<file path="src/rtl/vss_pkg.sv">
// Shared types and constants for the vertex stack with membership search.
// Used by the controller, the datapath and the top level; depends on nothing.
package vss_pkg;

    localparam int DEPTH_DEF       = 32;
    localparam int VALUE_WIDTH_DEF = 16;

    localparam int FUNC_W   = 2;
    localparam int VERTEX_W = 16;
    localparam int CAP_W    = 6;
    localparam int STATUS_W = 2;

    localparam logic [CAP_W-1:0] CAP_RESET = 6'd32;

    localparam logic [FUNC_W-1:0] FUNC_PUSH   = 2'd0;
    localparam logic [FUNC_W-1:0] FUNC_POP    = 2'd1;
    localparam logic [FUNC_W-1:0] FUNC_PEEK   = 2'd2;
    localparam logic [FUNC_W-1:0] FUNC_SEARCH = 2'd3;

    localparam logic [STATUS_W-1:0] ST_OK        = 2'd0;
    localparam logic [STATUS_W-1:0] ST_OVERFLOW  = 2'd1;
    localparam logic [STATUS_W-1:0] ST_UNDERFLOW = 2'd2;

    typedef struct packed {
        logic                latch;
        logic                push;
        logic                pop;
        logic                rd_top;
        logic                scan_init;
        logic                scan_next;
        logic                res_load;
        logic [STATUS_W-1:0] res_status;
        logic                res_use_top;
        logic                res_use_found;
    } t_cmd;

    typedef struct packed {
        logic [FUNC_W-1:0] func;
        logic              full;
        logic              empty;
        logic              scan_more;
    } t_sts;

endpackage

</file>
<file path="src/rtl/vertex_stack_with_search.sv">
// Top level of the vertex stack with membership search.
// Depends on vss_pkg, vss_ctrl and vss_datapath.
//
// An item is taken when start is high and busy is low; busy then stays high until its
// result is registered. The result appears on the output ports for exactly one cycle with
// o_done high, and the receiver must take it in that cycle since it cannot stall the block.
// A push, a refused operation or a search of an empty stack registers its result from the
// dispatch state; a pop or peek reads the top entry there and registers it from the top
// state; any other search steps through the scan state, reading the entry memory through
// its single registered read port one entry per cycle. The next item may be accepted in
// the cycle that shows the previous result. The capacity register is written at every
// edge where i_cfg_we is high, and should change only while no item is in progress.
module vertex_stack_with_search #(
    parameter int DEPTH       = vss_pkg::DEPTH_DEF,
    parameter int VALUE_WIDTH = vss_pkg::VALUE_WIDTH_DEF
) (
    input  logic                             i_clk,
    input  logic                             i_rst_n,
    input  logic                             start,
    output logic                             busy,
    input  logic [vss_pkg::FUNC_W-1:0]       i_func,
    input  logic [vss_pkg::VERTEX_W-1:0]     i_vertex,
    input  logic                             i_cfg_we,
    input  logic [vss_pkg::CAP_W-1:0]        i_cfg_wdata,
    output logic                             o_done,
    output logic [vss_pkg::VERTEX_W-1:0]     o_top_value,
    output logic                             o_found,
    output logic                             o_is_empty,
    output logic [vss_pkg::STATUS_W-1:0]     o_status,
    output logic [$clog2(DEPTH+1)-1:0]       o_occupancy
);
    import vss_pkg::*;

    t_cmd cmd;
    t_sts sts;

    vss_ctrl u_ctrl (
        .i_clk   (i_clk),
        .i_rst_n (i_rst_n),
        .start   (start),
        .busy    (busy),
        .i_sts   (sts),
        .o_cmd   (cmd)
    );

    vss_datapath #(
        .DEPTH       (DEPTH),
        .VALUE_WIDTH (VALUE_WIDTH)
    ) u_datapath (
        .i_clk       (i_clk),
        .i_rst_n     (i_rst_n),
        .i_func      (i_func),
        .i_vertex    (i_vertex),
        .i_cfg_we    (i_cfg_we),
        .i_cfg_wdata (i_cfg_wdata),
        .i_cmd       (cmd),
        .o_sts       (sts),
        .o_top_value (o_top_value),
        .o_found     (o_found),
        .o_is_empty  (o_is_empty),
        .o_status    (o_status),
        .o_occupancy (o_occupancy),
        .o_done      (o_done)
    );

endmodule

</file>
<file path="src/rtl/vss_ctrl.sv">
// Controller state machine for the vertex stack with membership search.
// Depends on vss_pkg for the command and status structs and the operation codes.
module vss_ctrl (
    input  logic          i_clk,
    input  logic          i_rst_n,
    input  logic          start,
    output logic          busy,
    input  vss_pkg::t_sts i_sts,
    output vss_pkg::t_cmd o_cmd
);
    import vss_pkg::*;

    localparam logic [1:0] S_IDLE     = 2'd0;
    localparam logic [1:0] S_DISPATCH = 2'd1;
    localparam logic [1:0] S_TOP      = 2'd2;
    localparam logic [1:0] S_SCAN     = 2'd3;

    logic [1:0] r_state;
    logic [1:0] n_state;

    always_ff @(posedge i_clk) begin
        if (!i_rst_n) begin
            r_state <= S_IDLE;
        end else begin
            r_state <= n_state;
        end
    end

    assign busy = (r_state != S_IDLE);

    always_comb begin
        n_state = r_state;
        o_cmd   = '0;
        o_cmd.res_status = ST_OK;
        unique case (r_state)
            S_IDLE: begin
                if (start) begin
                    o_cmd.latch = 1'b1;
                    n_state     = S_DISPATCH;
                end
            end
            S_DISPATCH: begin
                unique case (i_sts.func) inside
                    FUNC_PUSH: begin
                        o_cmd.res_load = 1'b1;
                        n_state        = S_IDLE;
                        if (i_sts.full) begin
                            o_cmd.res_status = ST_OVERFLOW;
                        end else begin
                            o_cmd.push = 1'b1;
                        end
                    end
                    FUNC_POP, FUNC_PEEK: begin
                        if (i_sts.empty) begin
                            o_cmd.res_load   = 1'b1;
                            o_cmd.res_status = ST_UNDERFLOW;
                            n_state          = S_IDLE;
                        end else begin
                            o_cmd.rd_top = 1'b1;
                            n_state      = S_TOP;
                        end
                    end
                    default: begin
                        if (i_sts.empty) begin
                            o_cmd.res_load = 1'b1;
                            n_state        = S_IDLE;
                        end else begin
                            o_cmd.scan_init = 1'b1;
                            n_state         = S_SCAN;
                        end
                    end
                endcase
            end
            S_TOP: begin
                o_cmd.res_load    = 1'b1;
                o_cmd.res_use_top = 1'b1;
                o_cmd.pop         = (i_sts.func == FUNC_POP);
                n_state           = S_IDLE;
            end
            default: begin
                if (i_sts.scan_more) begin
                    o_cmd.scan_next = 1'b1;
                end else begin
                    o_cmd.res_load      = 1'b1;
                    o_cmd.res_use_found = 1'b1;
                    n_state             = S_IDLE;
                end
            end
        endcase
    end

endmodule

</file>
<file path="src/rtl/vss_datapath.sv">
// Datapath for the vertex stack: entry memory, count, capacity, scan and result registers.
// Depends on vss_pkg; driven by commands from vss_ctrl.
module vss_datapath #(
    parameter int DEPTH       = vss_pkg::DEPTH_DEF,
    parameter int VALUE_WIDTH = vss_pkg::VALUE_WIDTH_DEF
) (
    input  logic                             i_clk,
    input  logic                             i_rst_n,
    input  logic [vss_pkg::FUNC_W-1:0]       i_func,
    input  logic [vss_pkg::VERTEX_W-1:0]     i_vertex,
    input  logic                             i_cfg_we,
    input  logic [vss_pkg::CAP_W-1:0]        i_cfg_wdata,
    input  vss_pkg::t_cmd                    i_cmd,
    output vss_pkg::t_sts                    o_sts,
    output logic [vss_pkg::VERTEX_W-1:0]     o_top_value,
    output logic                             o_found,
    output logic                             o_is_empty,
    output logic [vss_pkg::STATUS_W-1:0]     o_status,
    output logic [$clog2(DEPTH+1)-1:0]       o_occupancy,
    output logic                             o_done
);
    import vss_pkg::*;

    localparam int ADDR_W = $clog2(DEPTH);
    localparam int CNT_W  = $clog2(DEPTH + 1);
    localparam int CMP_W  = (CNT_W > CAP_W) ? CNT_W : CAP_W;

    logic [VALUE_WIDTH-1:0] mem [DEPTH];

    logic [CAP_W-1:0]       r_cap;
    logic [CNT_W-1:0]       r_count;
    logic [CNT_W-1:0]       n_count;
    logic [CNT_W-1:0]       r_idx;
    logic [FUNC_W-1:0]      r_func;
    logic [VALUE_WIDTH-1:0] r_vertex;
    logic [VALUE_WIDTH-1:0] r_rd_data;
    logic                   r_found;
    logic                   r_done;
    logic [VERTEX_W-1:0]    r_top_value;
    logic                   r_res_found;
    logic                   r_is_empty;
    logic [STATUS_W-1:0]    r_status;
    logic [CNT_W-1:0]       r_occupancy;

    logic [ADDR_W-1:0]      rd_addr;
    logic [CNT_W-1:0]       top_index;
    logic [CMP_W-1:0]       cap_ext;
    logic [CMP_W-1:0]       eff_cap;
    logic                   match;

    assign cap_ext   = CMP_W'(r_cap);
    assign eff_cap   = (cap_ext > CMP_W'(DEPTH)) ? CMP_W'(DEPTH) : cap_ext;
    assign top_index = r_count - CNT_W'(1);
    assign match     = (r_rd_data == r_vertex);

    always_comb begin
        if (i_cmd.rd_top) begin
            rd_addr = top_index[ADDR_W-1:0];
        end else if (i_cmd.scan_init) begin
            rd_addr = '0;
        end else begin
            rd_addr = r_idx[ADDR_W-1:0];
        end
    end

    always_comb begin
        n_count = r_count;
        if (i_cmd.push) begin
            n_count = r_count + CNT_W'(1);
        end else if (i_cmd.pop) begin
            n_count = r_count - CNT_W'(1);
        end
    end

    assign o_sts.func      = r_func;
    assign o_sts.full      = (CMP_W'(r_count) >= eff_cap);
    assign o_sts.empty     = (r_count == '0);
    assign o_sts.scan_more = (r_idx < r_count);

    always_ff @(posedge i_clk) begin
        if (i_cmd.push) begin
            mem[r_count[ADDR_W-1:0]] <= r_vertex;
        end
        r_rd_data <= mem[rd_addr];
    end

    always_ff @(posedge i_clk) begin
        if (!i_rst_n) begin
            r_cap   <= CAP_RESET;
            r_count <= '0;
            r_done  <= 1'b0;
        end else begin
            if (i_cfg_we) begin
                r_cap <= i_cfg_wdata;
            end
            r_count <= n_count;
            r_done  <= i_cmd.res_load;
        end
    end

    always_ff @(posedge i_clk) begin
        if (i_cmd.latch) begin
            r_func   <= i_func;
            r_vertex <= VALUE_WIDTH'(i_vertex);
        end
        if (i_cmd.scan_init) begin
            r_idx   <= CNT_W'(1);
            r_found <= 1'b0;
        end else if (i_cmd.scan_next) begin
            r_idx   <= r_idx + CNT_W'(1);
            r_found <= r_found | match;
        end
        if (i_cmd.res_load) begin
            r_top_value <= i_cmd.res_use_top ? VERTEX_W'(r_rd_data) : '0;
            r_res_found <= i_cmd.res_use_found ? (r_found | match) : 1'b0;
            r_is_empty  <= (n_count == '0);
            r_status    <= i_cmd.res_status;
            r_occupancy <= n_count;
        end
    end

    assign o_top_value = r_top_value;
    assign o_found     = r_res_found;
    assign o_is_empty  = r_is_empty;
    assign o_status    = r_status;
    assign o_occupancy = r_occupancy;
    assign o_done      = r_done;

endmodule

</file>
<file path="config.mk">
export PLATFORM = sky130hd
export DESIGN_NAME = vertex_stack_with_search
export DESIGN_NICKNAME = d
export VERILOG_FILES = /design/src/rtl/vss_pkg.sv /design/src/rtl/vertex_stack_with_search.sv /design/src/rtl/vss_ctrl.sv /design/src/rtl/vss_datapath.sv
export SDC_FILE = /design/constraint.sdc
export NUM_CORES = 1
export LEC_CHECK = 0
export BUFFER_PORTS_ARGS = -buffer_cell sky130_fd_sc_hd__buf_2
export CORE_UTILIZATION = 45
export DETAILED_ROUTE_END_ITERATION = 7
export GPL_ROUTABILITY_DRIVEN = 0
export MAX_ROUTING_LAYER = met4
export PLACE_DENSITY = 0.71
export SLEW_MARGIN = 20
export SYNTH_ARGS = -nofsm -noshare
export SYNTH_HDL_FRONTEND = slang
export SYNTH_SLANG_ARGS = --single-unit
</file>
<file path="constraint.sdc">
create_clock -name i_clk -period 4 [get_ports i_clk]
set_input_delay 0.2 -clock i_clk [delete_from_list [all_inputs] [get_ports i_clk]]
set_output_delay 0.2 -clock i_clk [all_outputs]
set_load 0.05 [all_outputs]
</file>
# After elaboration in Yosys (flattened, before gate mapping)
# Memory sizes are Yosys's and may differ from the RTL's. A register that Yosys moved wholly into a read port is not among the register bits.
# Index checks and enable logic that the tools add are counted.
word_totals:
  reg_bits: 66
  ramBits: 512
  out_inout_bits: 28
  wordCells: 71
  n_memories: 1
op_classes:
  n_addsub: 3
  magnitude_cmp: 3
  eq_ne: 7
  n_mux: 34
  bitwise: 1
  n_reduce_logical: 9
mem_list:
  columns: ["memory", "words", "width", "rd", "rd_clocked_by_memory_dff", "wr", "line", "rtl"]
  rows:
  - ["u_datapath.mem", 32, 16, 1, 1, 1, "vss_datapath.sv:28", "logic [VALUE_WIDTH-1:0] mem [DEPTH];"]
op_table:
  columns: ["operator", "n"]
  rows:
  - ["$mux 1", 18]
  - ["$mux 6", 3]
  - ["$eq 16x16->1", 1]
  - ["$add 6x1->6 const B", 2]
  - ["$logic_not 6->1", 2]
  - ["$mux 2", 5]
  - ["$mux 5", 2]
  - ["$pmux 2 s2", 2]
  - ["$ge 6x6->1", 1]
  - ["$gt 6x6->1 const B", 1]
  - ["$lt 6x6->1", 1]
  - ["$pmux 2 s3", 1]
  - ["$reduce_or 3->1", 2]
  - ["$sub 6x1->6 const B", 1]
  - ["$eq 2x1->1 const B", 2]
  - ["$eq 2x2->1 const B", 2]
  - ["$logic_not 2->1", 2]
  - ["$ne 4x1->1 const B", 1]
  - ["$mux 3", 1]
  - ["$pmux 1 s3", 1]
  - ["$ne 2x2->1 const B", 1]
  - ["$pmux 1 s2", 1]
  - ["$reduce_and 2->1", 1]
  - ["$reduce_bool 2->1", 1]
  - ["other kinds (2)", 2]

# Logic depth before layout (Yosys ltp)
depth:
  word_depth: 8
  ltp_mapped: 13
  mapped_depth_nobuf: 11

# Hierarchy
# Synthesis repeated with hierarchy kept, for this count alone.
hier_totals:
  hier_cells: 1597
  hier_area_um2: 23323.6
by_module_without_submodules:
  columns: ["mod", "instances", "cells_each", "area_each_um2", "seq_area_each_um2"]
  rows:
  - ["vss_datapath", 1, 1563, 23080.9, 17416.7]
  - ["vss_ctrl", 1, 34, 242.7, 40.0]

# Least setup slack after synthesis
# No wires, ideal clock.
synth_timing:
  path_type: "register -> register"
  from: "reg u_datapath.r_count[2]"
  to: "reg u_datapath.r_res_found (netlist: u_datapath.o_found), enable pin"
  setup_time_ps: 419
  t_arrival_ps: 2917
  t_required_ps: 3581
  slack_ps: 664
  path_stages_with_launch: 9
  path_buffers: 1
  synth_period_minus_slack_ps: 3336
  cell_sequence: "dfxtp_1 -> clkbuf_1 -> inv_1 -> ha_1 -> a21o_1 -> a21o_1 -> a21o_1 -> a211oi_2 -> a21oi_1"
synth_lines:
  columns: ["element", "line", "rtl"]
  rows:
  - ["from (decl)", "vss_datapath.sv:31", "logic [CNT_W-1:0] r_count;"]
  - ["from (signal assigned)", "vss_datapath.sv:96", "r_count <= n_count;"]
  - ["to (signal assigned)", "vss_datapath.sv:115", "r_res_found <= i_cmd.res_use_found ? (r_found | match) : 1'b0;"]
  - ["to (decl)", "vss_datapath.sv:40", "logic r_res_found;"]

# Worst setup path in the final report
layout_timing:
  from: "reg u_datapath.r_count[2]"
  to: "reg u_datapath.r_rd_data[4], read port of u_datapath.mem"
layout_between:
  elab_chain_len: 6
layout_lines:
  columns: ["element", "line", "rtl"]
  rows:
  - ["$logic_not 6->1", "vss_datapath.sv:77", "assign o_sts.empty = (r_count == '0);"]
  - ["$mux 1", "vss_ctrl.sv:54, vss_ctrl.sv:64", null]
  - ["$mux 1", "vss_ctrl.sv:43", "unique case (i_sts.func) inside"]
  - ["$mux 2", "vss_ctrl.sv:35", "unique case (r_state)"]
  - ["$mux 5", "vss_datapath.sv:59", "end else if (i_cmd.scan_init) begin"]
  - ["$mux 5 *", "vss_datapath.sv:57", "if (i_cmd.rd_top) begin"]
  - ["to (decl)", "vss_datapath.sv:36", "logic [VALUE_WIDTH-1:0] r_rd_data;"]
# Every way passes the cells marked *; elsewhere a longest branch is shown, timed or not.
# A chain may end at the register's enable or synchronous reset.

==> run metrics <==
first-pass GRT wire length=91,800 um; main flop type after synthesis=edfxtp_1; Synth Register Bits=594; mux contribution to synthesized area=0.00334; YS warnings=0; gate count after technology mapping=1,717; VDD IR max=385 uV; Final Slew Violations=0; Top delay family on crit path=compound AO/OA/AOI/OAI gates; pre-CTS WS=0.116 ns; Fin. Hold Viols=0; RSZ-0062 raised after global routing=false; DRT iter0 DRCs=1,670; Worst Hold Path EP=u_datapath.r_func[0]; post-synthesis net count=1,765; Final Skew=0.0261 ns; endpoints failing setup=1; Crit. End Element=flop; Lkg Pwr=9.69 nW; Setup crit start kind=flop; worst skew pair latency=0.62 ns; synthesized area=24,000 sq um; WL final=61,400 um; Via Count=14,908; HP Class=in2reg; Synth top area share=0.697; Synth Area in Compound Gates=0.130; Hold Path Depth=4; vias in the first global route=14,331; Rows=84; CTS sink cnt=594; main combinational cell family by area after synthesis=compound AO/OA/AOI/OAI gates; Avg Cell Area, Syn=14.0 sq um; Die W=233 um; Period minus WS final=4.02 ns; peak fanout along the critical path=16; Chip Height=233 um; CTS clk-pin slew, worst paths=0.06 ns; number of synthesized flops with an enable pin=556; Synth Area in XOR/XNOR=0.00877; Async SR Flop Fraction=0; share of cells above drive strength 1=0.134; per-cell routed wire length=23.8 um; WP buf/inv=0; PnR worst setup slack=-0.0184 ns; Synth cell types=55; DRC=0; Root Buffer Master=clkbuf_16; Final Cell Area=27,600 sq um; Yosys top cell by area=edfxtp_1; IO Pins=56; Num CTS Buffers=59; critical path class=reg2reg; Worst-Margin Slew=0.839 ns; adder-cell area share of the yosys netlist=0.0104; Placed Area=25,200 sq um; CP peak stage delay=0.85 ns; Rel. slew slack=0.441; r2r endpoint=u_datapath.r_rd_data[4]; most frequent cells in the layout=556 x edfxtp_1, 249 x nand2_1, 135 x a21oi_1; number of port buffers=55; status=finished, violations left; CP Cell Sequence=or3_1 -> o211a_1 -> o32ai_4 -> nand2_1 -> o22ai_1 -> nor3_2; reg-to-reg setup timing slack=-0.02 ns; most common cell after layout, fill and taps aside=edfxtp_1; max_cap viols=0; HPWL after DPL=37,500 um; Nets=1,895; Layout area overhead=15.1%; GRT overflow=0; worst-case reg-to-reg path depth=6; sequential cell area=17,500 sq um; core area=52,600 sq um; DRT Pass-1 Iters=6; CTS HTree Levels=2; initial core utilization=0.456; top achievable clock speed=249 MHz; # fillers=4,276; WP data arrival=4.48 ns; worst hold start=start; largest net degree at the start of global routing=97; gr usage total=0.237; utilization after layout=0.525; period utilisation layout=1.00; Reg2Reg Launch Point=u_datapath.r_count[2]; die area=54,200 sq um; ranking of synthesized cells by area=edfxtp_1 70%, nand2_1 3.9%, dfxtp_1 3.2%, a21oi_1 2.8%, a21o_1 2.2%; CTS tree=done; critical path's slowest cell=o22ai_1; post-detailed-route count of antenna-violating nets=0; clock buffer depth=3; initial antenna violation count=0; failing checks=setup timing; multi-input logic area=5900 sq um; Simple-Gate Fraction of Synth Area=0.0925; vias per cell=5.78; post-synthesis sequential area ratio=0.728; CP Depth=6; Worst Path Required=4.46 ns; pwr dens=515 nW/um^2
## worst max-delay path by stage
stage / end / startpoint / slack, ns
after floorplan: u_datapath.o_found / u_datapath.r_count[2] / 0.66
after global placement: u_datapath.r_rd_data[4] / u_datapath.r_count[2] / 0.14
after detailed placement: u_datapath.r_rd_data[4] / u_datapath.r_count[2] / 0.12
after CTS: u_datapath.r_rd_data[4] / u_datapath.r_count[2] / 0.10
after global routing: u_datapath.r_rd_data[4] / u_datapath.r_count[0] / 0.002
final: u_datapath.r_rd_data[4] / u_datapath.r_count[2] / -0.02
## cell type report
class                      instances  area share
antenna                            2    0.000181
clock buffer                      79      0.0595
clock inverter                    26      0.0119
inverter                          15     0.00204
multi-input combinational       1007       0.214
sequential                       594       0.633
tap                              688      0.0312
timing repair buffer             170      0.0487
## Yosys cell counts, types with 33 or more instances
master    number
nand3_1       42
nor2_1        44
a211oi_1      33
buf_2         46
dfxtp_1       38
nor2b_1       42
o21ai_0       38
a21boi_1      49
nand2_1      249
o21ai_1       61
edfxtp_1     556
a21oi_1      136
a21o_1        70
a31oi_1       33
## state kept, by name (all words and copies together) (netlist names), 6 cells and up
register / cells
u_datapath.r_rd_data: 16
u_datapath.mem: 512
u_datapath.r_vertex: 16
u_datapath.o_occupancy: 6
u_datapath.r_count: 6
u_datapath.o_top_value: 16
u_datapath.cap_ext: 6
u_datapath.r_idx: 6
## layer usage
layer | track usage | routed length, um | up-vias
met5 | - | 0 | -
met4 | 0.0768 | 1740 | 0
met3 | 0.0368 | 5990 | 102
met2 | 0.370 | 29000 | 753
met1 | 0.319 | 24700 | 7349
li1 | - | - | 6704
## what timing repair did
item,4_1_cts,5_1_grt
gates resized for setup,0,0
buffers inserted,0,0
endpoints found under the hold margin,33,0
hold buffers,37,0
## power by group
part           total [mW]  switching (mW)  internal [mW]
combinational        1.60            1.03          0.566
clock                5.58            2.26           3.32
sequential           7.03           0.138           6.89
total                14.2            3.43           10.8
## worst register-to-register path, cell delays in order (launching register included)
cell and delay (ns):
dfxtp_1 0.46, or3_1 0.57, o211a_1 0.43, o32ai_4 0.75
nand2_1 0.69, o22ai_1 0.87, nor3_2 0.11
## per-stage QoR
step | hold WS [ns] | setup TNS [ns] | instances | power, mW
after detailed placement | 0.378 | 0 | 2437 | 8.71
final | 0.214 | -0.0184 | 2581 | 14.2
after global routing | 0.236 | 0 | 2579 | 14.6
after floorplan | 0.299 | 0 | 1717 | 8.19
after CTS | 0.192 | 0 | 2579 | 14.3
after global placement | 0.380 | 0 | 2437 | 8.67
## cells by family (layout without fill, tap and decap cells)
kind of cell / Yosys count / after routing
AOI/OAI and AO/OA: 488 / 488
xor gates and xnor gates: 24 / 24
adders and majority gates: 20 / 20
buffers and inverters: 116 / 290
DFF: 594 / 594
muxes: 8 / 8
other: 0 / 2
and+or+nand+nor: 467 / 467
No activity file was read; power rests on OpenSTA's default activity.
